### src/rtl/mmtp_pkg.sv
// Shared types and constants for the multi-mode trajectory predictor.
package mmtp_pkg;

    typedef enum logic [1:0] {
        MODE_CV = 2'd0,
        MODE_LK = 2'd1,
        MODE_LC = 2'd2
    } t_mode;

    typedef enum logic [2:0] {
        REG_LANE_WIDTH = 3'd0,
        REG_AGE_SAT    = 3'd1,
        REG_BASE_CONF  = 3'd2,
        REG_MIN_CONF   = 3'd3,
        REG_PROB_CV    = 3'd4,
        REG_PROB_LK    = 3'd5,
        REG_PROB_LC    = 3'd6,
        REG_UNUSED     = 3'd7
    } t_reg;

    localparam logic [15:0] RST_LANE_WIDTH = 16'd896;
    localparam logic [15:0] RST_AGE_SAT    = 16'd50;
    localparam logic [15:0] RST_BASE_CONF  = 16'd45875;
    localparam logic [15:0] RST_MIN_CONF   = 16'd6554;
    localparam logic [15:0] RST_PROB_CV    = 16'd45875;
    localparam logic [15:0] RST_PROB_LK    = 16'd13107;
    localparam logic [15:0] RST_PROB_LC    = 16'd6554;

    typedef struct packed {
        logic [15:0] lane_width;
        logic [15:0] age_sat;
        logic [15:0] base_conf;
        logic [15:0] min_conf;
        logic [15:0] prob_cv;
        logic [15:0] prob_lk;
        logic [15:0] prob_lc;
    } t_cfg;

    typedef struct packed {
        logic [15:0]        id;
        logic signed [23:0] x;
        logic signed [23:0] y;
        logic               vx_neg;
        logic               vy_neg;
        logic [15:0]        avx;
        logic [15:0]        avy;
        logic [15:0]        spd;
        logic [15:0]        conf;
        logic               rej;
    } t_obj;

endpackage

### src/rtl/mmtp_front.sv
// Object front pipeline: confidence divide, speed square root, reject decision.
module mmtp_front (
    input  logic               i_clk,
    input  logic               i_rst_n,
    input  logic               i_adv,
    input  logic               i_load,
    input  logic [15:0]        i_object_id,
    input  logic signed [23:0] i_pos_x,
    input  logic signed [23:0] i_pos_y,
    input  logic signed [15:0] i_vel_x,
    input  logic signed [15:0] i_vel_y,
    input  logic [15:0]        i_track_age,
    input  logic               i_is_static,
    input  mmtp_pkg::t_cfg     i_cfg,
    output mmtp_pkg::t_obj     o_obj,
    output logic               o_obj_valid
);

    localparam int NST   = 8;
    localparam int STEPS = 4;

    typedef struct packed {
        logic [15:0]        id;
        logic signed [23:0] x;
        logic signed [23:0] y;
        logic               vx_neg;
        logic               vy_neg;
        logic [15:0]        avx;
        logic [15:0]        avy;
        logic               stat;
        logic [15:0]        m;
        logic [15:0]        sat;
        logic [31:0]        prod;
        logic [31:0]        sqx;
        logic [31:0]        sqy;
        logic [15:0]        drem;
        logic [15:0]        dlo;
        logic [15:0]        q;
        logic [31:0]        sin;
        logic [18:0]        srem;
        logic [15:0]        root;
    } t_fr;

    t_fr        r_st [NST];
    t_fr        n_st [NST];
    logic [NST-1:0] r_v;

    function automatic t_fr div_step(input t_fr a);
        t_fr         b;
        logic [16:0] t;
        b = a;
        t = {a.drem, a.dlo[15]};
        b.dlo = {a.dlo[14:0], 1'b0};
        if (t >= {1'b0, a.sat}) begin
            b.drem = 16'(t - {1'b0, a.sat});
            b.q    = {a.q[14:0], 1'b1};
        end else begin
            b.drem = t[15:0];
            b.q    = {a.q[14:0], 1'b0};
        end
        return b;
    endfunction

    function automatic t_fr sqrt_step(input t_fr a);
        t_fr         b;
        logic [18:0] t;
        logic [18:0] trial;
        b = a;
        t     = {a.srem[16:0], a.sin[31:30]};
        trial = {1'b0, a.root, 2'b01};
        b.sin = {a.sin[29:0], 2'b00};
        if (t >= trial) begin
            b.srem = t - trial;
            b.root = {a.root[14:0], 1'b1};
        end else begin
            b.srem = t;
            b.root = {a.root[14:0], 1'b0};
        end
        return b;
    endfunction

    always_comb begin
        logic [15:0] sat;
        t_fr         w;
        sat = (i_cfg.age_sat == 16'd0) ? 16'd1 : i_cfg.age_sat;
        for (int i = 0; i < NST; i++) begin
            n_st[i] = r_st[i];
        end

        n_st[0].id     = i_object_id;
        n_st[0].x      = i_pos_x;
        n_st[0].y      = i_pos_y;
        n_st[0].vx_neg = i_vel_x[15];
        n_st[0].vy_neg = i_vel_y[15];
        n_st[0].avx    = i_vel_x[15] ? 16'(~i_vel_x + 16'sd1) : 16'(i_vel_x);
        n_st[0].avy    = i_vel_y[15] ? 16'(~i_vel_y + 16'sd1) : 16'(i_vel_y);
        n_st[0].stat   = i_is_static;
        n_st[0].sat    = sat;
        n_st[0].m      = (i_track_age < sat) ? i_track_age : sat;

        n_st[1]      = r_st[0];
        n_st[1].prod = r_st[0].m * i_cfg.base_conf;
        n_st[1].sqx  = r_st[0].avx * r_st[0].avx;
        n_st[1].sqy  = r_st[0].avy * r_st[0].avy;

        n_st[2]      = r_st[1];
        n_st[2].drem = r_st[1].prod[31:16];
        n_st[2].dlo  = r_st[1].prod[15:0];
        n_st[2].q    = 16'd0;
        n_st[2].sin  = r_st[1].sqx + r_st[1].sqy;
        n_st[2].srem = 19'd0;
        n_st[2].root = 16'd0;

        for (int s = 3; s < 7; s++) begin
            w = r_st[s-1];
            for (int j = 0; j < STEPS; j++) begin
                w = div_step(w);
                w = sqrt_step(w);
            end
            n_st[s] = w;
        end

        n_st[7]      = r_st[6];
        n_st[7].root = r_st[6].root + 16'((r_st[6].srem > {3'b0, r_st[6].root}) ? 1 : 0);
        n_st[7].stat = r_st[6].stat || (r_st[6].q < i_cfg.min_conf);
    end

    always_ff @(posedge i_clk) begin
        if (!i_rst_n) begin
            r_v <= '0;
        end else if (i_adv) begin
            r_v <= {r_v[NST-2:0], i_load};
        end
    end

    always_ff @(posedge i_clk) begin
        if (i_adv) begin
            for (int i = 0; i < NST; i++) begin
                r_st[i] <= n_st[i];
            end
        end
    end

    assign o_obj_valid = r_v[NST-1];
    assign o_obj.id     = r_st[NST-1].id;
    assign o_obj.x      = r_st[NST-1].x;
    assign o_obj.y      = r_st[NST-1].y;
    assign o_obj.vx_neg = r_st[NST-1].vx_neg;
    assign o_obj.vy_neg = r_st[NST-1].vy_neg;
    assign o_obj.avx    = r_st[NST-1].avx;
    assign o_obj.avy    = r_st[NST-1].avy;
    assign o_obj.spd    = r_st[NST-1].root;
    assign o_obj.conf   = r_st[NST-1].q;
    assign o_obj.rej    = r_st[NST-1].stat;

endmodule

### config.mk
export PLATFORM = sky130hd
export DESIGN_NAME = mmtp_front
export DESIGN_NICKNAME = d
export VERILOG_FILES = /design/src/rtl/mmtp_pkg.sv /design/src/rtl/mmtp_front.sv
export SDC_FILE = /design/constraint.sdc
export NUM_CORES = 2
export LEC_CHECK = 0
export BUFFER_PORTS_ARGS = -buffer_cell sky130_fd_sc_hd__buf_2
export CORE_MARGIN = 2
export CORE_UTILIZATION = 50
export DETAILED_ROUTE_END_ITERATION = 6
export PLACE_DENSITY = 0.76
export SKIP_CTS_REPAIR_TIMING = 1
export SYNTH_ARGS = -nofsm -noshare
export SYNTH_HDL_FRONTEND = slang
export SYNTH_SLANG_ARGS = --single-unit
export TNS_END_PERCENT = 100
### constraint.sdc
create_clock -name i_clk -period 29.5 [get_ports i_clk]
set_input_delay 2.95 -clock i_clk [delete_from_list [all_inputs] [get_ports i_clk]]
set_output_delay 2.95 -clock i_clk [all_outputs]
set_load 0.01 [all_outputs]
==> impl_metrics.csv <==
group,metric,value,unit
synth,async_reset_ff_frac,0,
clocking,cts-root-buf,"clkbuf_16",
synth,synth.area.mux_share,0.0225,
synth,yosys.area_share.xor_xnor,0.0425,
synth,synth-simple-area-share,0.110,
synth,synth_warnings,0,
floorplan,ios,361,
setup_path,cpPeakStageDelay,0.71,ns
synth,synthCells,8056,
sta,setup_viol,0,
cells_and_area,drive_gt1_frac,0.0938,
sta,fin_crit,16.49,ns
synth,netlist_top_cells_area,"edfxtp_1, fa_1, ha_1",
placement,hpwl,146,mm
placement,gp_congestion,0.915,
clocking,max-clock-path-buffers,3,
sta,finalCritPeriodShare,0.559,
setup_path,cp_slowest_cell,"a21oi_2",
setup_path,rrSetupSlack,13.01,ns
floorplan,initial_utilization,0.502,
global_routing,grt-ovfl-total,0,
detailed_routing,firstDrtPassIters,7,
sta,rsz0062_at_grt,"no",
sta,clock_skew,0.0563,ns
synth,synth.distinct_cells,89,
clocking,cts_made_buffers,149,
floorplan,rows,157,
detailed_routing,wl,191,mm
synth,ys_top_cells_by_count,"edfxtp_1, inv_1, ha_1",
status,status,"completed",
cells_and_area,areaGrowthSynthToFinish,9.06,%
cells_and_area,final_nets,9806,
setup_path,worstSetupPathType,"register to register",
clocking,cts_tree,"built",
setup_path,arrival,16.93,ns
synth,synth.most_common_cell,"edfxtp_1",
sta,maxSlewHeadroom,0.205,
detailed_routing,routedWlPerCell,17.7,µm
clocking,cts.clk_slew.worst_paths,0.07,ns
synth,synth_ff_type,"edfxtp_1",
setup_path,critPathLaunchType,"register",
synth,synthAdderAreaFrac,0.225,
synth,ys_ff_latch,1370,
floorplan,die-width,432,µm
floorplan,die_h,432,µm
clocking,clock_latency,0.82,ns
synth,synth_top_family_by_area,"adder cells",
global_routing,first_global_vias,59500,
detailed_routing,viasPerCell,5.49,
synth,post-synth-top-area-fraction,0.447,
sta,slew_violations,0,
synth,synth_compound_area_frac,0.0910,
clocking,cts_sinks,1370,
floorplan,core_area,182000,µm²
setup_path,critPathCaptureType,"register",
global_routing,antenna_found_initial,7,
setup_path,cp_common_cell,"o21ai_0",
detailed_routing,drt_iter0_drc,3950,
setup_path,critPathMaxFanout,29,
floorplan,die_area,187000,µm²
synth,ys_seq_area_frac,0.448,
clocking,htree_num_levels,4,
synth,synth_edf_count,1362,
synth,syn_avg_cell_area,11.4,µm²
sta,max_freq,60.6,MHz
synth,synthesis.area,91600,µm²
detailed_routing,route.vias.total,59100,
placement,io_buffers,296,
synth,synth_top_area_cell,"edfxtp_1",
run,cap_violations,0,
sta,finalHoldViolCount,0,
global_routing,grt_pass1_wl,307,mm
hold_path,min_path_type,"register to register",
detailed_routing,drc_errors,0,
detailed_routing,ant_nets,0,
setup_path,required,29.94,ns
global_routing,grt_max_degree,207,
sta,tightest_slew,1.19,ns
global_routing,grt_use_total,0.204,
sta,tns,0,ns
[flip-flops by register name, summed over array words and instances (netlist names)]
name  count
r_v       8
r_st   1362
[cells by family (layout without fill, tap and decap cells)]
logic type,Yosys count,count (layout)
multiplexers,187,187
other,1,5
AND/OR/NAND/NOR,2082,2082
flip-flops,1370,1370
XOR/XNOR,444,444
adder cells (fa/ha/maj),1324,1324
AO/OA/AOI/OAI,1319,1319
buffers and inverters,1329,1648
[cells in the final DEF (no fill, tap or decap), drive strengths merged, types with 39 or more instances in the layout]
cell	instances
buf	328
o21bai	39
a21o	125
a21oi	381
clkbuf	167
edfxtp	1362
fa	538
o21a	68
a211oi	44
o31ai	48
and2	223
nor3	103
mux2	150
nor4	47
nand2	675
or3	45
nor2b	95
nand4	83
ha	786
nand3	101
xnor2	325
o21ai	331
clkinv	71
inv	1058
a21boi	62
xor2	119
nor2	479
nand2b	81
[metrics by stage]
step	cell area [µm²]	setup slack (ns)	utilization	hold WS (ns)	std cells
floorplan	91600	15.59	-	0.400	8057
detailed placement	94800	13.40	0.520	0.405	10500
CTS	99800	13.18	0.547	0.378	10800
global placement	94800	13.90	0.520	0.400	10500
finish	99900	13.01	0.547	0.381	10800
global route	99800	11.31	0.547	0.404	10800
[routing by layer]
layer	global-route usage	routed length [µm]	vias to the layer above
li1	-	-	28400
met1	0.271	82900	28700
met2	0.335	90100	1596
met3	0.0292	9450	405
met4	0.0889	8210	0
met5	0	0	-
[critical path: cells and delay by family, from the launching register on]
family                   cells  cell delay, ns
AO/OA/AOI/OAI               43           10.17
adder cells (fa/ha/maj)      4            1.35
buffers and inverters        8            2.12
flip-flops                   1            0.49
multiplexers                 1            0.43
AND/OR/NAND/NOR              8            1.50
[layout make-up]
| cell class | count | area (µm²) |
|---|---|---|
| tap | 2385 | 2980 |
| clock inverter | 107 | 1210 |
| timing repair buffer | 328 | 1770 |
| sequential | 1370 | 41100 |
| inverter | 1046 | 3930 |
| antenna | 3 | 7.51 |
| multi-input combinational | 5358 | 45100 |
| fill | 15000 | 82600 |
| clock buffer | 167 | 3820 |
[worst paths after layout]
kind / from / end / cells after the start
setup / recovery: r_st[0][896] / r_st[0][1093] / 64
hold reg to reg: r_st[0][1275] / r_st[1][249] / 0
setup reg to reg: r_st[0][896] / r_st[0][1093] / 64
hold / removal: r_st[0][1275] / r_st[1][249] / 0
Power is left out: the tool's default activity adds up to more than one toggle a clock period on the data nets, which glitch-free logic cannot reach.
